--- src/hdl/urla_pkg.sv ---
`timescale 1ns / 1ps

package urla_pkg;

	localparam int RX_RING_DEPTH_DEF = 32;

	localparam logic [7:0] LINE_CAP_RESET = 8'd64;
	localparam logic [7:0] CHAR_CR        = 8'h0D;
	localparam logic [7:0] CHAR_LF        = 8'h0A;

	localparam logic CMD_BYTE = 1'b0;
	localparam logic CMD_READ = 1'b1;

	typedef enum logic [1:0] {
		KIND_CHAR    = 2'd0,
		KIND_NO_LINE = 2'd1,
		KIND_READY   = 2'd2,
		KIND_FAULT   = 2'd3
	} kind_t;

	typedef enum logic [1:0] {
		ST_IDLE,
		ST_READ,
		ST_OUT_CHAR,
		ST_OUT_LAST
	} state_t;

endpackage

--- src/hdl/urla_ram.sv ---
`timescale 1ns / 1ps

module urla_ram #(
	parameter int WIDTH = 8,
	parameter int DEPTH = 32
) (
	input  logic                     clk,
	input  logic                     we,
	input  logic [$clog2(DEPTH)-1:0] waddr,
	input  logic [WIDTH-1:0]         wdata,
	input  logic [$clog2(DEPTH)-1:0] raddr,
	output logic [WIDTH-1:0]         rdata
);

	logic [WIDTH-1:0] mem [DEPTH];

	always_ff @(posedge clk) begin
		if (we) begin
			mem[waddr] <= wdata;
		end
		rdata <= mem[raddr];
	end

endmodule

--- src/hdl/uart_rx_ring_line_assembler.sv ---
`timescale 1ns / 1ps

// Receive ring buffer with a line assembler on its read side. A byte event
// (cmd 0) is taken while idle and gives no word on the output: a byte with
// rx_error set, or a byte that finds the ring full, is dropped and sets a
// sticky fault; any other byte is written to the ring, which holds up to
// RX_RING_DEPTH - 1 bytes. A read request (cmd 1) drains the ring one byte
// at a time through a registered memory read. Each stored character goes
// out as a "char stored" word with its position in the line; CR and an LF
// on an empty line are consumed silently. The request ends with one word
// marked last: line ready (LF on a non-empty line), fault (pending fault,
// line_capacity below 2, or line overflow), or no line yet (ring empty,
// partial line kept). After a read request is accepted, each stored
// character is read and decoded, then its word waits in the output register
// until taken; a byte consumed without a word (CR, LF on an empty line)
// passes straight to the next read, and the LF or overflowing byte that ends
// the request loads the final word. Output stalls hold the drain. The input
// is stalled for the whole of a read request. The line_capacity register may
// be written only while idle; cfg_ready is always high. The ring memory needs
// no clearing after reset.

module uart_rx_ring_line_assembler
	import urla_pkg::*;
#(
	parameter int RX_RING_DEPTH = RX_RING_DEPTH_DEF
) (
	input  logic       clk,
	input  logic       arst_n,
	// input words
	input  logic       in_valid,
	output logic       in_stall,
	input  logic       cmd,
	input  logic [7:0] rx_byte,
	input  logic       rx_error,
	// output words
	output logic       out_valid,
	input  logic       out_stall,
	output logic [1:0] kind,
	output logic [7:0] line_char,
	output logic [7:0] position,
	output logic [7:0] line_length,
	output logic       last,
	// line_capacity register write
	input  logic       cfg_valid,
	output logic       cfg_ready,
	input  logic [7:0] cfg_data
);

	localparam int IDX_W = $clog2(RX_RING_DEPTH);

	function automatic logic [IDX_W-1:0] ring_next(input logic [IDX_W-1:0] i);
		ring_next = (i == IDX_W'(RX_RING_DEPTH - 1)) ? '0 : i + 1'b1;
	endfunction

	state_t state_q, state_d;

	logic [IDX_W-1:0] wr_q, wr_d;
	logic [IDX_W-1:0] rd_q, rd_d;
	logic [7:0]       len_q, len_d;
	logic             fault_q, fault_d;
	logic [7:0]       cap_q;

	// output register
	logic       out_valid_q;
	kind_t      kind_q;
	logic [7:0] char_q, pos_q, llen_q;
	logic       last_q;

	// emit request from the datapath decode
	logic       emit;
	kind_t      emit_kind;
	logic [7:0] emit_char, emit_pos, emit_len;
	logic       emit_last;

	logic             we;
	logic [IDX_W-1:0] raddr;
	logic [7:0]       rdata;

	logic             in_acc, out_take;
	logic [IDX_W-1:0] rd_inc;
	logic             ring_empty, ring_full, rd_fault;
	logic             byte_skip, byte_end, byte_ovf;

	assign in_acc     = in_valid & ~in_stall;
	assign out_take   = out_valid_q & ~out_stall;
	assign rd_inc     = ring_next(rd_q);
	assign ring_empty = (rd_q == wr_q);
	assign ring_full  = (ring_next(wr_q) == rd_q);
	assign rd_fault   = fault_q | (cap_q < 8'd2);

	// byte just read from the ring (valid in ST_READ)
	assign byte_skip = (rdata == CHAR_CR) || ((rdata == CHAR_LF) && (len_q == 8'd0));
	assign byte_end  = (rdata == CHAR_LF) && (len_q != 8'd0);
	// cap >= 2 here, so cap - 1 does not wrap
	assign byte_ovf  = (len_q >= (cap_q - 8'd1));

	// next read address: the advanced pointer while draining back to back
	assign raddr = (state_q == ST_READ) ? rd_inc : rd_q;

	urla_ram #(
		.WIDTH (8),
		.DEPTH (RX_RING_DEPTH)
	) u_ring (
		.clk   (clk),
		.we    (we),
		.waddr (wr_q),
		.wdata (rx_byte),
		.raddr (raddr),
		.rdata (rdata)
	);

	// next state
	always_comb begin
		state_d = state_q;
		case (state_q)
			ST_IDLE: begin
				if (in_acc && (cmd == CMD_READ)) begin
					state_d = (rd_fault || ring_empty) ? ST_OUT_LAST : ST_READ;
				end
			end
			ST_READ: begin
				if (byte_skip) begin
					state_d = (rd_inc == wr_q) ? ST_OUT_LAST : ST_READ;
				end else if (byte_end || byte_ovf) begin
					state_d = ST_OUT_LAST;
				end else begin
					state_d = ST_OUT_CHAR;
				end
			end
			ST_OUT_CHAR: begin
				if (out_take) begin
					state_d = ring_empty ? ST_OUT_LAST : ST_READ;
				end
			end
			ST_OUT_LAST: begin
				if (out_take) begin
					state_d = ST_IDLE;
				end
			end
			default: state_d = ST_IDLE;
		endcase
	end

	// datapath actions
	always_comb begin
		wr_d      = wr_q;
		rd_d      = rd_q;
		len_d     = len_q;
		fault_d   = fault_q;
		we        = 1'b0;
		emit      = 1'b0;
		emit_kind = KIND_CHAR;
		emit_char = 8'd0;
		emit_pos  = 8'd0;
		emit_len  = 8'd0;
		emit_last = 1'b0;
		case (state_q)
			ST_IDLE: begin
				if (in_acc) begin
					if (cmd == CMD_BYTE) begin
						if (rx_error || ring_full) begin
							fault_d = 1'b1;
						end else begin
							we   = 1'b1;
							wr_d = ring_next(wr_q);
						end
					end else if (rd_fault) begin
						len_d     = 8'd0;
						fault_d   = 1'b0;
						emit      = 1'b1;
						emit_kind = KIND_FAULT;
						emit_last = 1'b1;
					end else if (ring_empty) begin
						emit      = 1'b1;
						emit_kind = KIND_NO_LINE;
						emit_last = 1'b1;
					end
				end
			end
			ST_READ: begin
				rd_d = rd_inc;
				if (byte_skip) begin
					if (rd_inc == wr_q) begin
						emit      = 1'b1;
						emit_kind = KIND_NO_LINE;
						emit_last = 1'b1;
					end
				end else if (byte_end) begin
					emit      = 1'b1;
					emit_kind = KIND_READY;
					emit_len  = len_q;
					emit_last = 1'b1;
					len_d     = 8'd0;
				end else if (byte_ovf) begin
					emit      = 1'b1;
					emit_kind = KIND_FAULT;
					emit_last = 1'b1;
					len_d     = 8'd0;
				end else begin
					emit      = 1'b1;
					emit_kind = KIND_CHAR;
					emit_char = rdata;
					emit_pos  = len_q;
					len_d     = len_q + 8'd1;
				end
			end
			ST_OUT_CHAR: begin
				if (out_take && ring_empty) begin
					emit      = 1'b1;
					emit_kind = KIND_NO_LINE;
					emit_last = 1'b1;
				end
			end
			ST_OUT_LAST: begin
			end
			default: begin
			end
		endcase
	end

	always_ff @(posedge clk or negedge arst_n) begin
		if (!arst_n) begin
			state_q     <= ST_IDLE;
			wr_q        <= '0;
			rd_q        <= '0;
			len_q       <= 8'd0;
			fault_q     <= 1'b0;
			cap_q       <= LINE_CAP_RESET;
			out_valid_q <= 1'b0;
		end else begin
			state_q <= state_d;
			wr_q    <= wr_d;
			rd_q    <= rd_d;
			len_q   <= len_d;
			fault_q <= fault_d;
			if (cfg_valid && cfg_ready) begin
				cap_q <= cfg_data;
			end
			if (emit) begin
				out_valid_q <= 1'b1;
			end else if (out_take) begin
				out_valid_q <= 1'b0;
			end
		end
	end

	// output payload, loaded only when a new word is made
	always_ff @(posedge clk) begin
		if (emit) begin
			kind_q <= emit_kind;
			char_q <= emit_char;
			pos_q  <= emit_pos;
			llen_q <= emit_len;
			last_q <= emit_last;
		end
	end

	assign in_stall    = (state_q != ST_IDLE);
	assign cfg_ready   = 1'b1;
	assign out_valid   = out_valid_q;
	assign kind        = kind_q;
	assign line_char   = char_q;
	assign position    = pos_q;
	assign line_length = llen_q;
	assign last        = last_q;

endmodule
--- config.mk ---
export PLATFORM = sky130hd
export DESIGN_NAME = uart_rx_ring_line_assembler
export DESIGN_NICKNAME = d
export VERILOG_FILES = /design/src/hdl/urla_pkg.sv /design/src/hdl/urla_ram.sv /design/src/hdl/uart_rx_ring_line_assembler.sv
export SDC_FILE = /design/constraint.sdc
export NUM_CORES = 1
export LEC_CHECK = 0
export BUFFER_PORTS_ARGS = -buffer_cell sky130_fd_sc_hd__clkbuf_2
export CORE_ASPECT_RATIO = 1.5
export CORE_MARGIN = 3
export CORE_UTILIZATION = 40
export CTS_CLUSTER_DIAMETER = 40
export DETAILED_ROUTE_END_ITERATION = 16
export HOLD_SLACK_MARGIN = 0.08
export SLEW_MARGIN = 15
export SYNTH_ARGS = -nofsm -noshare
export SYNTH_HDL_FRONTEND = slang
export SYNTH_SLANG_ARGS = --single-unit
--- constraint.sdc ---
create_clock -name clk -period 3.6 [get_ports clk]
set_clock_uncertainty 0.15 [all_clocks]
set_input_delay 0.54 -clock clk [delete_from_list [all_inputs] [get_ports clk]]
set_output_delay 0.54 -clock clk [all_outputs]
set_load 0.005 [all_outputs]
* Word level (Yosys, flattened, before mapping) *
Memories as Yosys holds them, arrays and structs flattened. A register that Yosys moved wholly into a read port is not among the register bits.
Index checks and enable logic that the tools add are counted.

storage, ports and cells
  memories kept = 1
  output and inout port bits = 30
  memory bits (writable) = 256
  flip-flop bits (word level) = 57

operators by class
  add/sub/neg operators = 4
  multiplexer cells = 52
  reduce and logical (&&, ||, !) cells = 21
  eq/ne operators = 18
  $lt $le $gt $ge = 2
  bitwise operators = 9

memories
  name        depth  width  read ports  clocked after memory_dff  write ports  line            RTL
  u_ring.mem  32     8      1           1                         1            urla_ram.sv:15  logic [WIDTH-1:0] mem [DEPTH];

operator list
  operator               count
  $mux W8                6
  $mux W2                13
  $mux W1                25
  $eq A8 B4 Y1 const B   2
  $pmux W8 S2            1
  $eq A5 B5 Y1           3
  $mux W5                3
  $ne A2 B2 Y1 const B   7
  $add A5 B1 Y5 const B  2
  $eq A5 B5 Y1 const B   2
  $add A8 B1 Y8 const B  1
  $ge A8 B8 Y1           1
  $logic_not A8 Y1       1
  $lt A8 B2 Y1 const B   1
  $pmux W2 S4            1
  $reduce_and A4 Y1      2
  $reduce_bool A2 Y1     4
  $reduce_bool A8 Y1     1
  $sub A8 B1 Y8 const B  1
  $not A1 Y1             6
  $pmux W1 S3            2
  $pmux W2 S3            1
  $reduce_and A5 Y1      1
  $eq A2 B2 Y1 const B   2
  10 further kinds       17

* Logic depth before layout (Yosys ltp) *
  depth after elaboration = 10
  depth in mapped cells = 14

* By module *
From an unflattened synthesis, not the netlist that was laid out.

unflattened totals
  cell total of the unflattened synthesis = 698
  area total of the unflattened synthesis = 13116.3 um^2

modules (own cells, without submodules)
  module                       sequential area each (um^2)  area an instance (um^2)  times used  cells each
  urla_ram                     7847.5                       10053.4                  1           417
  uart_rx_ring_line_assembler  1562.7                       3062.9                   1           281

* Worst setup path before layout *
No wires, ideal clock.

  kind = register to register
  start = register rd_q[1]
  end = register u_ring.rdata[5], read port of u_ring.mem
  setup slack = 0.326 ns
  required time = 3.330 ns
  arrival = 3.005 ns
  clock period less this slack = 3.274 ns
  cell stages (with the launch flop) = 13
  path through = dfrtp_1 > ha_1 > and3_1 > ha_1 > buf_2 > nor4b_1 > a21oi_4 > inv_2 > buf_6 > mux4_2 > a22oi_1 > o211ai_1 > a211o_1

between the ends
  longest elaborated chain between the ends = 3
  elaborated cells between the ends (all ways) = 4

ends and longest elaborated chain
  what                                                  line                                RTL
  start, declared                                       uart_rx_ring_line_assembler.sv:58   logic [IDX_W-1:0] rd_q, rd_d;
  start signal, assigned                                uart_rx_ring_line_assembler.sv:233  rd_q <= rd_d;
  $add A5 B1 Y5 / $eq A5 B5 Y1 (equally long branches)  uart_rx_ring_line_assembler.sv:52   ring_next = (i == IDX_W'(RX_RING_DEPTH - 1)) ? '0 : i + 1'b1;
  $mux W5                                               uart_rx_ring_line_assembler.sv:52
  $mux W5 (*)                                           --
  end, declared                                         urla_ram.sv:12                      output logic [WIDTH-1:0] rdata

Mark *: on every way between the ends. The rest lies on a longest branch, timed or not.
A chain may end at the register's enable or synchronous reset.

* Worst setup path after layout *
  start = register rd_q[0]
  end = register u_ring.rdata[4], read port of u_ring.mem

The elaborated chain is that of the path after synthesis.

==> results.txt <==
* Overall die area: 36700 sq um
- Worst r2r src: rd_q[0]
* Ports placed on the boundary: 53
- Fraction of final layout cells sized beyond drive strength 1: 25.7%
* Min-Delay Path Depth: 3
- The analysis attributes to net switching a power of 3.57 mW.
* Residual DRC count: 0
* Total placed instance area: 15000 sq um
* # nets final: 1058
- Largest family of logic cells by synthesized area: multiplexers
- The tool flagged a number of max-cap violations equal to 0.
- Placed cell count: 1394
- Share of total power consumed by net switching: 31.6%
- For this run, the total global-route usage over all layers was measured as 17.5%.
- Count of vias placed by the detailed router: 7976
- Internal power comes to 7.74 mW.
- Max VDD drop: 0.390 mV
- Critical Path Sink Type: flip-flop
- The synthesized design devotes to its leading area cell type 61.7% of total area.
* Worst max-slew margin expressed relative to the limit: 43.0%
- Share of cell area taken by muxes after synthesis: 12.0%
* Worst R2R Setup Slack: 0.25 ns
* Port bufs: 51
* Sequential-to-total area share from yosys stat: 68.3%
* Aggregate routed wire length: 31900 um
- Horiz. Die Dim: 157 um
- Top cell types by occurrence after synthesis: 283 x edfxtp_1, 95 x nand2_1, 56 x mux4_2, 53 x nor2_1, 29 x dfrtp_1
* Number of H-tree levels: 1
- Row Count: 82
* DP Wirelength: 22300 um
* LEAKAGE: 5.81 nW
- Summing every instance area after synthesis gives 13800 sq um.
- Maximum number of buffers from clock root to sink: 3
* Final Cycle Share: 93.0%
- The first global-routing pass estimated 48400 um of wire.
* Data required time of the critical path: 3.91 ns
- Adder and majority cell fraction of the synthesized area: 1.64%
- Initial DRC count: 624
* Area Overhead vs Synth: 17.0%
- Height of the die: 233 um
- Counting every net in the synthesized netlist gives 923.
* Primary FF master, synth: edfxtp_1
- After layout, the design draws a total of 11.3 mW.
* Leading post-synthesis cells by cell area: edfxtp_1 62%, mux4_2 9.2%, dfrtp_1 5.3%, nand2_1 2.6%, mux2i_1 2.0%
* Number of sinks on the clock net: 321
* Vias per Instance: 5.46
- The number of clock buffers added by TritonCTS is 31.
- Transition at the pin with the smallest max-transition slack: 0.856 ns
- The largest total area in the synthesized netlist belongs to edfxtp_1.
* Share of total power in sequential cells: 39.7%
- Number of cells produced by synthesis: 882
- Of the total synthesized cell area, the portion taken by AND, OR, NAND and NOR gates is 9.63%.
* Cell area power density: 702 nW/um^2
* Synth unique cells: 61
- Hold Vio Cnt, Final: 0
* Total number of yosys warnings: 0
- Number of standard cells in the layout, taps in and fillers out: 1461
- Setup repair after global routing left no endpoint under its margin.
* Remaining number of nets flagged by the antenna check after routing: 0
- The run finished with clean final reports.
- After synthesis, the mean cell area works out to 15.6 sq um.
- Path type of the worst min-delay path: input port to flip-flop
- Of all flip-flops after synthesis, the portion carrying an async set or reset was 9.35%.
- In this run, the combinational gates consume 31.6% of the power.
- Data arrives at the worst endpoint at 3.65 ns.
- The path with the worst hold slack has its endpoint at cap_q[1].
- Vias in the first global route: 8217
- Critical Setup Path Class: flip-flop to flip-flop
- Last weighted congestion value of the routability-driven placer: 0.788
- In this run the worst path has a maximum fanout of 19.
- Setup violations remaining at the end of the flow were counted as 0.
- Max Clock Freq: 299 MHz
* Initial antenna violation count: 0
- Xor and xnor area share after synthesis: 1.72%
- In this run the most critical hold path is launched from cfg_data[1].
* Final Slew Violations: 0
- Library cell with the highest instance count after synthesis: edfxtp_1
- For this run, the detailed router's first-pass iteration total came to 5.
- Depth of the worst register-to-register path: 9
* Setup TNS: 0 ns
- Worst reg2reg endpoint: u_ring.rdata[4]
- The synthesized design contains 321 register bits.
- At the later pin of the worst-skew pair, clock insertion delay measures 0.58 ns.
- For this configuration, the core starts out at a cell density of 40.9%.
- Summed over all layers, the global routing overflow is 0.
* Number of flops mapped to enable cells by yosys: 283
* Area fraction in compound gates after synthesis: 4.51%
- Clock root buffer master: clkbuf_16
- Setup bufs post-CTS: 0
* Clock tree from TritonCTS: yes
- Pin count of the biggest net entering global routing: 33
- Area of the placeable core: 33700 sq um
- Critical Path Source Type: flip-flop
* Shortest period the worst path allows: 3.35 ns
- Final cell area excluding filler cells: 16100 sq um
- Total inserted antenna cells: 0
- Average wire per standard cell: 21.8 um
- Reg clk slew, reported paths: 0.06 ns
- Of the total power, the clock network draws 28.7%.
-- per-layer routing --
layer | vias up | part of all wire (%) | GRT usage (%)
met3 | 54 | 3.7 | 1.85
li1 | 3674 | - | -
met2 | 199 | 56 | 33.9
met4 | 0 | 3.5 | 6.62
met5 | - | 0 | 0
met1 | 4049 | 36 | 19.4
-- cell families (layout without fill, tap and decap cells) --
| kind of cell | Yosys count | after routing |
|---|---|---|
| flip-flops | 321 | 321 |
| AND/OR/NAND/NOR | 274 | 274 |
| multiplexers | 93 | 93 |
| AO/OA/AOI/OAI | 88 | 88 |
| buffers and inverters | 60 | 219 |
| XOR/XNOR | 27 | 27 |
| adder cells (fa/ha/maj) | 18 | 18 |
| other | 1 | 1 |
-- sequential cells by signal (all words and copies together), names as in the netlist --
register,count
cap_q,8
fault_q,1
kind,2
last,1
len_q,8
line_char,8
line_length,8
out_valid,1
position,8
rd_q,5
state_q,2
u_ring.mem,256
u_ring.rdata,8
wr_q,5
-- area by class of cell --
class	count	area [sq um]
Inverter	18	70.1
Clock buffer	33	783
Multi-Input combinational cell	501	4080
Sequential cell	321	9410
Tap cell	420	526
Fill cell	2846	17500
Clock inverter	24	238
Timing Repair Buffer	144	1010
-- cell usage in the layout, fill, tap and decap left out, types with 3 or more instances in the layout --
| cell type | instances |
|---|---|
| nand2_1 | 93 |
| inv_1 | 16 |
| a22oi_1 | 19 |
| mux2_2 | 7 |
| a211o_1 | 3 |
| clkbuf_16 | 31 |
| or3_1 | 4 |
| inv_6 | 4 |
| nor4_1 | 5 |
| dlygate4sd3_1 | 10 |
| xor2_1 | 13 |
| nor2b_1 | 7 |
| nand3b_1 | 6 |
| nand3_1 | 21 |
| a21oi_1 | 8 |
| and3_1 | 23 |
| nor2_1 | 53 |
| buf_4 | 80 |
| o21ai_0 | 19 |
| bufinv_16 | 3 |
| ha_1 | 18 |
| clkinv_1 | 3 |
| dfxtp_1 | 8 |
| clkbuf_2 | 51 |
| nor3_1 | 18 |
| edfxtp_1 | 283 |
| mux4_2 | 56 |
| xnor2_1 | 14 |
| nand4_1 | 9 |
| mux2i_1 | 28 |
| nor3_2 | 4 |
| and2_1 | 17 |
| clkinv_2 | 9 |
| a311oi_1 | 10 |
| dfrtp_1 | 29 |
| a31oi_1 | 6 |
-- power by group through the flow --
stage / Clock, mW / Combinational (mW) / Sequential (mW)
after floorplan: 0 / 2.46 / 4.52
after global placement: 0 / 3.56 / 4.57
after detailed placement: 0 / 3.59 / 4.57
after CTS: 3.31 / 3.62 / 4.49
after global routing: 3.44 / 3.90 / 4.51
final: 3.24 / 3.58 / 4.49
-- repair_timing --
item,CTS,global route
hold buffers,10,0
endpoints found under the hold margin,37,0
endpoints found under the setup margin,0,17
resized for setup,0,3
-- worst max-delay path by stage --
stage	to	from	slack [ns]	depth (start not counted)
after global placement	u_ring.rdata[7]	rd_q[0]	0.12	11
after detailed placement	u_ring.rdata[7]	rd_q[0]	0.05	11
final	u_ring.rdata[4]	rd_q[0]	0.25	9
after global routing	u_ring.mem[14][3]	wr_q[0]	0.02	12
after floorplan	u_ring.rdata[5]	rd_q[1]	0.33	12
after CTS	u_ring.rdata[7]	rd_q[0]	0.04	11
-- critical path: stages (launching register included) --
cell and delay [ns]:
dfrtp_1 0.38, ha_1 0.25, and3_1 0.19, ha_1 0.27, nor3b_2 0.21, buf_4 0.39, mux4_2 0.55, a22oi_1 0.18
o21ai_0 0.16, or4_1 0.49
-- stage by stage --
stage / setup slack, ns / utilization (%) / hold WS [ns]
5_1_grt: 0.0191 / 47.9 / 0.114
4_1_cts: 0.0389 / 47.9 / 0.0821
6_report: 0.253 / 47.9 / 0.0972
3_5_place_dp: 0.0518 / 44.5 / 0.334
2_1_floorplan: 0.326 / - / 0.0944
3_3_place_gp: 0.124 / 44.5 / 0.325
Power figures use the tool's default switching activity.
